$ cat src/hw/rtl/fdr_pkg.sv
`timescale 1ns / 1ps
`default_nettype none

package fdr_pkg;

    // Field widths
    localparam int FREQ_W   = 17;
    localparam int OFFS_W   = 14;
    localparam int DB_W     = 13;
    localparam int DROOP_W  = 14;
    localparam int RATED_W  = 20;
    localparam int DEM_W    = 21;
    localparam int CHG_W    = 21;
    localparam int DIS_W    = 20;
    localparam int REQ_W    = 21;
    localparam int HZ_W     = 19;
    localparam int DIFF_W   = 20;
    localparam int ABSD_W   = 18;
    localparam int MUL_W    = ABSD_W + RATED_W;
    localparam int SUM_W    = 42;

    // Pipelined restoring divider
    localparam int DIV_BITS   = 4;
    localparam int DIV_STAGES = 10;
    localparam int PROD_W     = DIV_BITS * DIV_STAGES;
    localparam int REM_W      = DROOP_W;

    // Pipeline layout: hz, excess, multiply, divider stages, sums, output
    localparam int STG_DIV0  = 3;
    localparam int STG_SUM   = STG_DIV0 + DIV_STAGES;
    localparam int STG_OUT   = STG_SUM + 1;
    localparam int NUM_STG   = STG_OUT + 1;

    localparam int REQ_SAT   = 1000000;

    localparam int IN_DATA_W  = 80;
    localparam int OUT_DATA_W = 88;
    localparam int CFG_IDX_W  = 3;
    localparam int CFG_DATA_W = 20;

    typedef enum logic [CFG_IDX_W-1:0] {
        REG_NOMINAL    = 3'd0,
        REG_OFFSET     = 3'd1,
        REG_OVER_DB    = 3'd2,
        REG_OVER_DROOP = 3'd3,
        REG_UNDER_DB   = 3'd4,
        REG_UNDER_DROOP= 3'd5,
        REG_MAX_RATED  = 3'd6,
        REG_MIN_RATED  = 3'd7
    } cfg_reg_t;

    typedef struct packed {
        logic signed [DEM_W-1:0] demand;
        logic signed [CHG_W-1:0] chg;
        logic        [DIS_W-1:0] dis;
        logic                    neg;
        logic                    pass;
    } side_t;

    typedef struct packed {
        logic [REM_W-1:0]  rem;
        logic [PROD_W-1:0] work;
    } div_t;

    // Several quotient bits of a restoring divide; quotient shifts into work.
    function automatic div_t div_step(input logic [REM_W-1:0] rem,
                                      input logic [PROD_W-1:0] work,
                                      input logic [DROOP_W-1:0] droop);
        div_t           res;
        logic [REM_W:0] trial;
        res.rem  = rem;
        res.work = work;
        for (int i = 0; i < DIV_BITS; i++) begin
            trial    = {res.rem, res.work[PROD_W-1]};
            res.work = {res.work[PROD_W-2:0], 1'b0};
            if (trial >= {1'b0, droop}) begin
                res.rem     = REM_W'(trial - {1'b0, droop});
                res.work[0] = 1'b1;
            end
            else begin
                res.rem = trial[REM_W-1:0];
            end
        end
        return res;
    endfunction

endpackage

`default_nettype wire

$ cat src/hw/rtl/frequency_droop_response.sv
`timescale 1ns / 1ps
`default_nettype none

// Channel   Dir  Handshake             Payload
// s_axis    in   tvalid/tready         tdata: frequency, demand, charge and discharge limits
// m_axis    out  tvalid/tready         tdata: new demand, new limits, request; tuser: active
// cfg       in   cfg_we                cfg_index, cfg_wdata
//
// One item enters per cycle while the first stage is free to load.
// The depth is set by the divider: 4 quotient bits per stage over 10 stages.
// Reset clears every stage valid bit and loads the register defaults.
// A stage holds while it is full and the stage after it cannot load; bubbles
// close up under a stall, so input keeps flowing while a result waits at the output.

module frequency_droop_response
(
    input  wire logic                           clk,
    input  wire logic                           rst_n,

    input  wire logic                           s_axis_tvalid,
    output logic                                s_axis_tready,
    // frequency_mhz, demand_kw, charge_limit_kw, discharge_limit_kw, zero pad
    input  wire logic [fdr_pkg::IN_DATA_W-1:0]  s_axis_tdata,

    output logic                                m_axis_tvalid,
    input  wire logic                           m_axis_tready,
    // new_demand_kw, new_charge_limit_kw, new_discharge_limit_kw, request_kw, zero pad
    output logic [fdr_pkg::OUT_DATA_W-1:0]      m_axis_tdata,
    // active
    output logic                                m_axis_tuser,

    input  wire logic                           cfg_we,
    input  wire logic [fdr_pkg::CFG_IDX_W-1:0]  cfg_index,
    input  wire logic [fdr_pkg::CFG_DATA_W-1:0] cfg_wdata
);

    // Configuration
    logic        [fdr_pkg::FREQ_W-1:0]  nominal_reg;
    logic        [fdr_pkg::OFFS_W-1:0]  offset_reg;
    logic        [fdr_pkg::DB_W-1:0]    over_db_reg;
    logic        [fdr_pkg::DROOP_W-1:0] over_droop_reg;
    logic        [fdr_pkg::DB_W-1:0]    under_db_reg;
    logic        [fdr_pkg::DROOP_W-1:0] under_droop_reg;
    logic        [fdr_pkg::RATED_W-1:0] max_rated_reg;
    logic        [fdr_pkg::RATED_W-1:0] min_rated_reg;

    // Flow control
    logic [fdr_pkg::NUM_STG-1:0] v_reg;
    logic [fdr_pkg::NUM_STG-1:0] v_next;
    logic [fdr_pkg::NUM_STG-1:0] rdy;

    // Stage 0: offset frequency
    logic signed [fdr_pkg::HZ_W-1:0]    s0_hz_reg;
    logic                               s0_over_reg;
    fdr_pkg::side_t                     s0_side_reg;

    // Stage 1: excess beyond deadband
    logic        [fdr_pkg::ABSD_W-1:0]  s1_absd_reg;
    logic        [fdr_pkg::RATED_W-1:0] s1_rated_reg;
    logic        [fdr_pkg::DROOP_W-1:0] s1_droop_reg;
    fdr_pkg::side_t                     s1_side_reg;

    // Stage 2: product
    logic        [fdr_pkg::MUL_W-1:0]   s2_prod_reg;
    logic        [fdr_pkg::DROOP_W-1:0] s2_droop_reg;
    fdr_pkg::side_t                     s2_side_reg;

    // Divider stages
    fdr_pkg::div_t                      div_reg       [fdr_pkg::DIV_STAGES];
    logic        [fdr_pkg::DROOP_W-1:0] div_droop_reg [fdr_pkg::DIV_STAGES];
    fdr_pkg::side_t                     div_side_reg  [fdr_pkg::DIV_STAGES];
    fdr_pkg::div_t                      div_next      [fdr_pkg::DIV_STAGES];

    // Sum stage
    logic signed [fdr_pkg::SUM_W-1:0]   sm_dem_reg;
    logic signed [fdr_pkg::SUM_W-1:0]   sm_chg_reg;
    logic signed [fdr_pkg::SUM_W-1:0]   sm_dis_reg;
    logic signed [fdr_pkg::SUM_W-1:0]   sm_req_reg;
    logic                               sm_basepos_reg;
    fdr_pkg::side_t                     sm_side_reg;

    // Output stage
    logic        [fdr_pkg::DEM_W-1:0]   out_dem_reg;
    logic        [fdr_pkg::CHG_W-1:0]   out_chg_reg;
    logic        [fdr_pkg::DIS_W-1:0]   out_dis_reg;
    logic        [fdr_pkg::REQ_W-1:0]   out_req_reg;
    logic                               out_act_reg;

    // Input fields
    logic        [fdr_pkg::FREQ_W-1:0]  in_freq;
    logic signed [fdr_pkg::DEM_W-1:0]   in_demand;
    logic signed [fdr_pkg::CHG_W-1:0]   in_chg;
    logic        [fdr_pkg::DIS_W-1:0]   in_dis;

    assign in_freq   = s_axis_tdata[16:0];
    assign in_demand = s_axis_tdata[37:17];
    assign in_chg    = s_axis_tdata[58:38];
    assign in_dis    = s_axis_tdata[78:59];

    //------------------------------------------------------------------
    // Flow control: a stage loads when it is empty or its content moves on
    //------------------------------------------------------------------
    always_comb
    begin
        rdy[fdr_pkg::NUM_STG-1] = !v_reg[fdr_pkg::NUM_STG-1] || m_axis_tready;
        for (int i = fdr_pkg::NUM_STG - 2; i >= 0; i--) begin
            rdy[i] = !v_reg[i] || rdy[i+1];
        end
        v_next = v_reg;
        if (rdy[0]) begin
            v_next[0] = s_axis_tvalid;
        end
        for (int i = 1; i < fdr_pkg::NUM_STG; i++) begin
            if (rdy[i]) begin
                v_next[i] = v_reg[i-1];
            end
        end
    end

    assign s_axis_tready = rdy[0];
    assign m_axis_tvalid = v_reg[fdr_pkg::NUM_STG-1];

    always_ff @(posedge clk or negedge rst_n)
    begin
        if (!rst_n) begin
            v_reg           <= '0;
            nominal_reg     <= fdr_pkg::FREQ_W'(60000);
            offset_reg      <= '0;
            over_db_reg     <= fdr_pkg::DB_W'(36);
            over_droop_reg  <= fdr_pkg::DROOP_W'(3000);
            under_db_reg    <= fdr_pkg::DB_W'(36);
            under_droop_reg <= fdr_pkg::DROOP_W'(3000);
            max_rated_reg   <= '0;
            min_rated_reg   <= '0;
        end
        else begin
            v_reg <= v_next;
            if (cfg_we) begin
                case (fdr_pkg::cfg_reg_t'(cfg_index))
                    fdr_pkg::REG_NOMINAL:     nominal_reg     <= cfg_wdata[fdr_pkg::FREQ_W-1:0];
                    fdr_pkg::REG_OFFSET:      offset_reg      <= cfg_wdata[fdr_pkg::OFFS_W-1:0];
                    fdr_pkg::REG_OVER_DB:     over_db_reg     <= cfg_wdata[fdr_pkg::DB_W-1:0];
                    fdr_pkg::REG_OVER_DROOP:  over_droop_reg  <= cfg_wdata[fdr_pkg::DROOP_W-1:0];
                    fdr_pkg::REG_UNDER_DB:    under_db_reg    <= cfg_wdata[fdr_pkg::DB_W-1:0];
                    fdr_pkg::REG_UNDER_DROOP: under_droop_reg <= cfg_wdata[fdr_pkg::DROOP_W-1:0];
                    fdr_pkg::REG_MAX_RATED:   max_rated_reg   <= cfg_wdata[fdr_pkg::RATED_W-1:0];
                    fdr_pkg::REG_MIN_RATED:   min_rated_reg   <= cfg_wdata[fdr_pkg::RATED_W-1:0];
                    default: ;
                endcase
            end
        end
    end

    //------------------------------------------------------------------
    // Stage 0: frequency plus offset, direction
    //------------------------------------------------------------------
    logic signed [fdr_pkg::HZ_W-1:0] s0_hz_next;
    logic                            s0_over_next;
    fdr_pkg::side_t                  s0_side_next;

    always_comb
    begin
        s0_hz_next   = $signed({2'b00, in_freq})
                     + $signed({{(fdr_pkg::HZ_W - fdr_pkg::OFFS_W){offset_reg[fdr_pkg::OFFS_W-1]}},
                                offset_reg});
        s0_over_next = s0_hz_next > $signed({2'b00, nominal_reg});
        s0_side_next.demand = in_demand;
        s0_side_next.chg    = in_chg;
        s0_side_next.dis    = in_dis;
        s0_side_next.neg    = 1'b0;
        s0_side_next.pass   = 1'b0;
    end

    //------------------------------------------------------------------
    // Stage 1: deadband edge, excess magnitude, droop and rated select
    //------------------------------------------------------------------
    logic signed [fdr_pkg::HZ_W-1:0]    s1_ref;
    logic signed [fdr_pkg::DIFF_W-1:0]  s1_diff;
    logic        [fdr_pkg::DROOP_W-1:0] s1_droop_next;
    logic        [fdr_pkg::RATED_W-1:0] s1_rated_next;
    fdr_pkg::side_t                     s1_side_next;

    always_comb
    begin
        if (s0_over_reg) begin
            s1_ref        = $signed({2'b00, nominal_reg}) + $signed({6'b0, over_db_reg});
            s1_diff       = $signed({s0_hz_reg[fdr_pkg::HZ_W-1], s0_hz_reg})
                          - $signed({s1_ref[fdr_pkg::HZ_W-1], s1_ref});
            s1_droop_next = over_droop_reg;
        end
        else begin
            s1_ref        = $signed({2'b00, nominal_reg}) - $signed({6'b0, under_db_reg});
            s1_diff       = $signed({s1_ref[fdr_pkg::HZ_W-1], s1_ref})
                          - $signed({s0_hz_reg[fdr_pkg::HZ_W-1], s0_hz_reg});
            s1_droop_next = under_droop_reg;
        end
        s1_rated_next = s0_side_reg.demand[fdr_pkg::DEM_W-1] ? min_rated_reg : max_rated_reg;
        s1_side_next       = s0_side_reg;
        s1_side_next.neg   = !s0_over_reg;
        // no excess past the deadband, or droop off: pass inputs through
        s1_side_next.pass  = !(s1_diff > $signed(fdr_pkg::DIFF_W'(0)))
                           || (s1_droop_next == '0);
    end

    //------------------------------------------------------------------
    // Divider stage inputs
    //------------------------------------------------------------------
    always_comb
    begin
        div_next[0] = fdr_pkg::div_step('0,
                                        {{(fdr_pkg::PROD_W - fdr_pkg::MUL_W){1'b0}}, s2_prod_reg},
                                        s2_droop_reg);
        for (int k = 1; k < fdr_pkg::DIV_STAGES; k++) begin
            div_next[k] = fdr_pkg::div_step(div_reg[k-1].rem, div_reg[k-1].work,
                                            div_droop_reg[k-1]);
        end
    end

    //------------------------------------------------------------------
    // Sum stage: signed request added to demand and both limits
    //------------------------------------------------------------------
    logic        [fdr_pkg::PROD_W-1:0] sm_mag;
    logic signed [fdr_pkg::SUM_W-1:0]  sm_req_next;
    fdr_pkg::side_t                    sm_side;

    always_comb
    begin
        sm_side     = div_side_reg[fdr_pkg::DIV_STAGES-1];
        sm_mag      = div_reg[fdr_pkg::DIV_STAGES-1].work;
        sm_req_next = $signed({{(fdr_pkg::SUM_W - fdr_pkg::PROD_W){1'b0}}, sm_mag});
        if (!sm_side.neg) begin
            sm_req_next = -sm_req_next;
        end
    end

    //------------------------------------------------------------------
    // Output stage: clamps and saturation
    //------------------------------------------------------------------
    logic signed [fdr_pkg::SUM_W-1:0] cl_max;
    logic signed [fdr_pkg::SUM_W-1:0] cl_min;
    logic signed [fdr_pkg::SUM_W-1:0] cl_lo;
    logic signed [fdr_pkg::SUM_W-1:0] cl_hi;
    logic signed [fdr_pkg::SUM_W-1:0] cl_dem;
    logic signed [fdr_pkg::SUM_W-1:0] cl_chg;
    logic signed [fdr_pkg::SUM_W-1:0] cl_dis;
    logic signed [fdr_pkg::SUM_W-1:0] cl_req;
    logic signed [fdr_pkg::SUM_W-1:0] cl_sat;

    always_comb
    begin
        cl_max = $signed({{(fdr_pkg::SUM_W - fdr_pkg::RATED_W){1'b0}}, max_rated_reg});
        cl_min = -$signed({{(fdr_pkg::SUM_W - fdr_pkg::RATED_W){1'b0}}, min_rated_reg});
        cl_sat = $signed(fdr_pkg::SUM_W'(fdr_pkg::REQ_SAT));
        if (sm_basepos_reg) begin
            cl_lo = '0;
            cl_hi = cl_max;
        end
        else begin
            cl_lo = cl_min;
            cl_hi = '0;
        end

        cl_dem = sm_dem_reg;
        if (cl_dem > cl_hi) cl_dem = cl_hi;
        else if (cl_dem < cl_lo) cl_dem = cl_lo;

        cl_chg = sm_chg_reg;
        if (cl_chg > 0) cl_chg = '0;
        else if (cl_chg < cl_min) cl_chg = cl_min;

        cl_dis = sm_dis_reg;
        if (cl_dis > cl_max) cl_dis = cl_max;
        else if (cl_dis < 0) cl_dis = '0;

        cl_req = sm_req_reg;
        if (cl_req > cl_sat) cl_req = cl_sat;
        else if (cl_req < -cl_sat) cl_req = -cl_sat;
    end

    //------------------------------------------------------------------
    // Payload registers
    //------------------------------------------------------------------
    always_ff @(posedge clk)
    begin
        if (rdy[0]) begin
            s0_hz_reg   <= s0_hz_next;
            s0_over_reg <= s0_over_next;
            s0_side_reg <= s0_side_next;
        end
        if (rdy[1]) begin
            s1_absd_reg  <= s1_diff[fdr_pkg::ABSD_W-1:0];
            s1_rated_reg <= s1_rated_next;
            s1_droop_reg <= s1_droop_next;
            s1_side_reg  <= s1_side_next;
        end
        if (rdy[2]) begin
            s2_prod_reg  <= {{fdr_pkg::RATED_W{1'b0}}, s1_absd_reg}
                          * {{fdr_pkg::ABSD_W{1'b0}}, s1_rated_reg};
            s2_droop_reg <= s1_droop_reg;
            s2_side_reg  <= s1_side_reg;
        end
        if (rdy[fdr_pkg::STG_DIV0]) begin
            div_reg[0]       <= div_next[0];
            div_droop_reg[0] <= s2_droop_reg;
            div_side_reg[0]  <= s2_side_reg;
        end
        for (int k = 1; k < fdr_pkg::DIV_STAGES; k++) begin
            if (rdy[fdr_pkg::STG_DIV0 + k]) begin
                div_reg[k]       <= div_next[k];
                div_droop_reg[k] <= div_droop_reg[k-1];
                div_side_reg[k]  <= div_side_reg[k-1];
            end
        end
        if (rdy[fdr_pkg::STG_SUM]) begin
            sm_req_reg  <= sm_req_next;
            sm_dem_reg  <= $signed({{(fdr_pkg::SUM_W - fdr_pkg::DEM_W){sm_side.demand[fdr_pkg::DEM_W-1]}},
                                    sm_side.demand}) + sm_req_next;
            sm_chg_reg  <= $signed({{(fdr_pkg::SUM_W - fdr_pkg::CHG_W){sm_side.chg[fdr_pkg::CHG_W-1]}},
                                    sm_side.chg}) + sm_req_next;
            sm_dis_reg  <= $signed({{(fdr_pkg::SUM_W - fdr_pkg::DIS_W){1'b0}}, sm_side.dis})
                         + sm_req_next;
            // zero demand follows the request's direction
            sm_basepos_reg <= (!sm_side.demand[fdr_pkg::DEM_W-1] && (sm_side.demand != '0))
                           || ((sm_side.demand == '0) && sm_side.neg && (sm_mag != '0));
            sm_side_reg <= sm_side;
        end
        if (rdy[fdr_pkg::STG_OUT]) begin
            if (sm_side_reg.pass) begin
                out_dem_reg <= sm_side_reg.demand;
                out_chg_reg <= sm_side_reg.chg;
                out_dis_reg <= sm_side_reg.dis;
                out_req_reg <= '0;
                out_act_reg <= 1'b0;
            end
            else begin
                out_dem_reg <= cl_dem[fdr_pkg::DEM_W-1:0];
                out_chg_reg <= cl_chg[fdr_pkg::CHG_W-1:0];
                out_dis_reg <= cl_dis[fdr_pkg::DIS_W-1:0];
                out_req_reg <= cl_req[fdr_pkg::REQ_W-1:0];
                out_act_reg <= 1'b1;
            end
        end
    end

    assign m_axis_tdata = {5'b0, out_req_reg, out_dis_reg, out_chg_reg, out_dem_reg};
    assign m_axis_tuser = out_act_reg;

endmodule

`default_nettype wire
$ cat config.mk
export PLATFORM = sky130hd
export DESIGN_NAME = frequency_droop_response
export DESIGN_NICKNAME = d
export VERILOG_FILES = /design/src/hw/rtl/fdr_pkg.sv /design/src/hw/rtl/frequency_droop_response.sv
export SDC_FILE = /design/constraint.sdc
export NUM_CORES = 2
export LEC_CHECK = 0
export BUFFER_PORTS_ARGS = -buffer_cell sky130_fd_sc_hd__buf_2
export CAP_MARGIN = 40
export CORE_ASPECT_RATIO = 1.2
export CORE_MARGIN = 2
export CORE_UTILIZATION = 40
export CTS_CLUSTER_SIZE = 30
export DETAILED_ROUTE_END_ITERATION = 10
export PLACE_DENSITY = 0.6
export SLEW_MARGIN = 30
export SYNTH_ARGS = -nofsm -noshare
export SYNTH_HDL_FRONTEND = slang
export SYNTH_SLANG_ARGS = --single-unit
$ cat constraint.sdc
create_clock -name clk -period 40 [get_ports clk]
set_clock_uncertainty 0.05 [all_clocks]
set_input_delay 6 -clock clk [delete_from_list [all_inputs] [get_ports clk]]
set_output_delay 6 -clock clk [all_outputs]
set_load 0.03 [all_outputs]
After elaboration in Yosys (flattened, before gate mapping)
Memories as Yosys holds them, arrays and structs flattened. Cells that the tools add are included.

Bits in registers: 770. Memory bits (writable): 1320. Logic and storage cells: 341. Memories kept: 3.

Memory list: div_side_reg (depth 10, width 64, read ports 10, clocked after memory_dff 0, write ports 10, RTL line frequency_droop_response.sv:71) `fdr_pkg::side_t div_side_reg [fdr_pkg::DIV_STAGES];`; div_reg (depth 10, width 54, read ports 10, clocked after memory_dff 0, write ports 10, RTL line frequency_droop_response.sv:69) `fdr_pkg::div_t div_reg [fdr_pkg::DIV_STAGES];`; div_droop_reg (depth 10, width 14, read ports 9, clocked after memory_dff 0, write ports 10, RTL line frequency_droop_response.sv:70) `logic [fdr_pkg::DROOP_W-1:0] div_droop_reg [fdr_pkg::DIV_STAGES];`.

Add/subtract/negate cells: 50. Multipliers: 1. Magnitude comparators: 50. Equality and inequality tests: 7. Multiplexer cells: 118. Reductions and logical operators: 53.

Operators with widths (count): greater-or-equal comparator 15 x 14 -> 1 bit (39); two-way mux 14 bit (41); subtractor 14 bit (39); two-way mux 21 bit (7); two-way mux 20 bit (7); adder 21 x 42 -> 42 bit (3); > comparator 42 x 21 -> 1 bit (2); less-than comparator 42 bit (2); two-way mux 42 bit (2); two-way mux 1 bit (61); > comparator 42 x 1 -> 1 bit (second input constant) (1); > comparator 42 x 21 -> 1 bit (second input constant) (1); less-than comparator 42 x 1 -> 1 bit (second input constant) (1); less-than comparator 42 x 21 -> 1 bit (second input constant) (1); negator 20 -> 42 bit (1); negator 40 -> 42 bit (1); nonzero test 40 bit (1); multiplier 18 x 20 -> 38 bit (1); zero test 21 bit (1); nonzero test 21 bit (1); > comparator 20 x 1 -> 1 bit (second input constant) (1); subtractor 18 x 19 -> 20 bit (1); subtractor 19 x 19 -> 20 bit (1); adder 18 x 14 -> 19 bit (1); other kinds (16) (62).

Depth between registers and ports, before layout
Depth in word-level cells: 16. Mapped depth: 53.

Least setup slack after synthesis
OpenSTA, ideal clock, no wires.

Path kind: input -> output. Start point: input port m_axis_tready. End point: output port s_axis_tready. Data arrival time: 21.268 ns. Setup slack: 12.682 ns. Cell stages on the path: 9. Path buffers: 0. Path through: nor2b_1 > nand2_1 > nor2_1 > nand2_1 > nor2_1 > and2_1 > nand3_1 > nor2_1 > nand3_1.

Word-level cells in the longest chain between the ends: 15.

Ends and longest elaborated chain: start: declaration (RTL line frequency_droop_response.sv:26) `input wire logic m_axis_tready,`; logical OR 1 bit (RTL line frequency_droop_response.sv:105) `rdy[fdr_pkg::NUM_STG-1] = !v_reg[fdr_pkg::NUM_STG-1] || m_axis_tready;`; logical OR 1 bit (RTL line frequency_droop_response.sv:107) `rdy[i] = !v_reg[i] || rdy[i+1];`; via rdy (one bit) (RTL line frequency_droop_response.sv:50) `logic [fdr_pkg::NUM_STG-1:0] rdy;`; logical OR 1 bit (4 in a row) (RTL line frequency_droop_response.sv:107); via rdy (one bit) (RTL line frequency_droop_response.sv:50); logical OR 1 bit (6 in a row) (RTL line frequency_droop_response.sv:107); via rdy (one bit) (RTL line frequency_droop_response.sv:50); logical OR 1 bit (3 in a row) (RTL line frequency_droop_response.sv:107); end: declaration (RTL line frequency_droop_response.sv:21) `output logic s_axis_tready,`.

The timed path passes the listed nets, and every way through them passes these cells.

Worst setup path after layout
Same ends and word-level chain as after synthesis.

==> impl_metrics.csv <==
group,metric,value,unit
drt,ant_nets,0,
drt,firstDrtPassIters,8,
status,violations,"design-rule violations",
drt,routedWlPerCell,21.5,um
setup_path,r2r-end,"div_reg[5][52]$_DFFE_PP_",
final_layout,drive_gt1_frac,0.114,
floorplan,core-area,299000,um^2
clock_network,numCtsBuffers,214,
drt,vias,80000,
yosys,synth_cells,10100,
yosys,async_flop_share,0.0679,
yosys,synth_cell_types,101,
global_route,grtUsageTotal,0.202,
clock_network,post_cts_buffers,0,
timing,setup_ws,22.76,ns
global_route,grt_max_degree,185,
global_route,grt_pass1_wl,479,mm
global_route,gr-total-overflow,0,
final_layout,syn_to_final_growth,12.0,%
yosys,synth_warnings,0,
timing,setup_tns,0,ns
yosys,synth_edf_count,1922,
yosys,yosysSeqAreaShare,0.508,
timing,period_needed,17.24,ns
final_layout,num-nets-final,11900,
floorplan,rows,220,
clock_network,ctsHoldBuffers,0,
setup_path,critPathKind,"primary input to output port",
floorplan,fp.dieH,605,um
yosys,synth.cell_area,121000,um^2
yosys,syn_area_per_cell,11.9,um^2
placement,placed_area,127000,um^2
clock_network,cts_buffer_depth,4,
floorplan,initial_core_util,0.403,
floorplan,die_w,505,um
setup_path,required,33.95,ns
global_route,grt_pass1_vias,80900,
global_route,antenna_found_initial,22,
yosys,ys.flop_type,"edfxtp_1",
worst_hold_path,min_to,"div_reg[7][29]$_DFFE_PP_",
yosys,synth_top_cell_area_share,0.479,
final_layout,fin_area,135000,um^2
clock_network,root_buffer,"clkbuf_16",
worst_hold_path,whs_path_depth,0,
timing,setup_viol,0,
floorplan,ios,199,
timing,hold_viol,0,
timing,finalCritPeriodShare,0.431,
timing,max-slew-margin-rel,0.398,
clock_network,post_cts_resized,0,
drt,drt-total-wl,315,mm
drt,drtIter0Drc,5937,
clock_network,worstSkewPairLatency,0.89,ns
setup_path,reg2reg_slack,26.16,ns
clock_network,cts.clk_slew.worst_paths,0.06,ns
yosys,synth.most_common_cell,"edfxtp_1",
final_layout,largest_reg_flops,640,
placement,dpl.hpwl,243,mm
status,status,"finished with violations",
yosys,yosys-top-cells-count,"edfxtp_1, ha_1, inv_1, nand2_1, a21oi_1",
yosys,yosysTopAreaCell,"edfxtp_1",
setup_path,end_kind,"output port",
drt,avgViaCountPerCell,5.45,
placement,io_buffers,192,
placement,pre_cts_ws,22.63,ns
setup_path,cp-start-kind,"primary input",
timing,rsz0062_at_grt,"no",
setup_path,cp.arrival,11.19,ns
clock_network,tritoncts,"done",
worst_hold_path,hold_path.class,"flip-flop to flip-flop",
yosys,ys_top_cells_by_area,"edfxtp_1, ha_1, fa_1",
timing,fmax,0.0580,GHz
clock_network,cts.sinks,2062,
timing,worst_slew_pin_slew,0.894,ns
clock_network,htreeDepth,4,
setup_path,crit_fanout,51,
setup_path,r2r-start,"div_droop_reg[4][1]$_DFFE_PP_",
setup_path,reg2regPathDepth,44,
worst_hold_path,hold_start,"div_reg[6][25]$_DFFE_PP_",
placement,gp_congestion,0.923,
timing,slew_violations,0,
yosys,ys_ff_latch,2062,
job,max_cap_violations,0,
floorplan,die-area,306000,um^2
drt,drt_drc_violations_left,1,
[routing by layer]
| metal | global-route usage | wire (um) | vias up |
|---|---|---|---|
| met5 | 0 | 110 | - |
| met2 | 0.352 | 155000 | 2074 |
| met4 | 0.0782 | 12600 | 14 |
| met1 | 0.256 | 133000 | 39600 |
| met3 | 0.0252 | 14900 | 550 |
| li1 | - | - | 37800 |
[worst max path at each step]
| stage | start | end | slack [ns] | cells past startpoint |
|---|---|---|---|---|
| 3_5_place_dp | m_axis_tready | s_axis_tready | 22.63 | 11 |
| 3_3_place_gp | m_axis_tready | s_axis_tready | 22.48 | 11 |
| 4_1_cts | m_axis_tready | s_axis_tready | 22.63 | 11 |
| 5_1_grt | m_axis_tready | s_axis_tready | 22.29 | 11 |
| 6_report | m_axis_tready | s_axis_tready | 22.76 | 11 |
| 2_1_floorplan | m_axis_tready | s_axis_tready | 12.68 | 9 |
[layout make-up]
type	instances	area (um^2)
sequential	2062	61300
antenna	14	35.0
timing repair buffer	358	2570
inverter	853	3220
multi-input combinational	7000	55700
clock buffer	247	5520
clock inverter	142	1750
tap	3996	5000
fill	27200	164000
[critical path: stages]
cell,delay (ns)
buf_2,0.10
nor2b_1,0.64
nand2_4,0.60
nor2_1,0.78
nand2_4,0.39
nor2_1,0.41
and2_1,0.45
nand3_4,0.30
nor2_1,0.53
nand3_4,0.56
buf_2,0.40
[cells in the final DEF, fill, tap and decap left out, types with 34 or more instances in the layout]
cell type	count
buf_2	208
nand2b_1	129
nor2_1	562
o211ai_1	49
a21oi_1	599
or2_2	58
clkbuf_16	215
nor3_1	140
and2_1	141
edfxtp_1	1922
buf_4	107
clkinv_1	34
mux2i_1	103
a21o_1	251
nor2b_1	149
o21a_1	148
mux2_2	351
o21ai_0	497
fa_1	333
a31oi_1	57
or3_1	45
o21bai_1	67
nand2_1	720
ha_1	983
xnor2_1	409
inv_1	839
o31ai_1	44
dfrtp_1	115
nand3_1	128
nor4_1	75
xor2_1	199
and3_1	54
a211oi_1	60
nand4_1	146
[through the flow]
| stage | util | hold WS, ns | cells |
|---|---|---|---|
| global placement | 0.423 | 0.350 | 14200 |
| CTS | 0.450 | 0.313 | 14600 |
| detailed placement | 0.425 | 0.355 | 14300 |
| global route | 0.451 | 0.334 | 14700 |
| finish | 0.451 | 0.324 | 14700 |
| floorplan | - | 0.350 | 10100 |
[kinds of logic (layout without fill, tap and decap cells)]
group	count (synthesis)	in the layout	synth area share
buf+inv	1081	1600	0.0341
fa+ha+maj	1316	1316	0.157
compound gates	2137	2137	0.114
flops	2062	2062	0.508
mux	459	459	0.0419
other cells	1	25	0.0000311
xor+xnor	627	627	0.0455
simple gates	2450	2450	0.0990
Power is left out: the tool's default activity adds up to more than one toggle a clock period on the data nets, which glitch-free logic cannot reach.
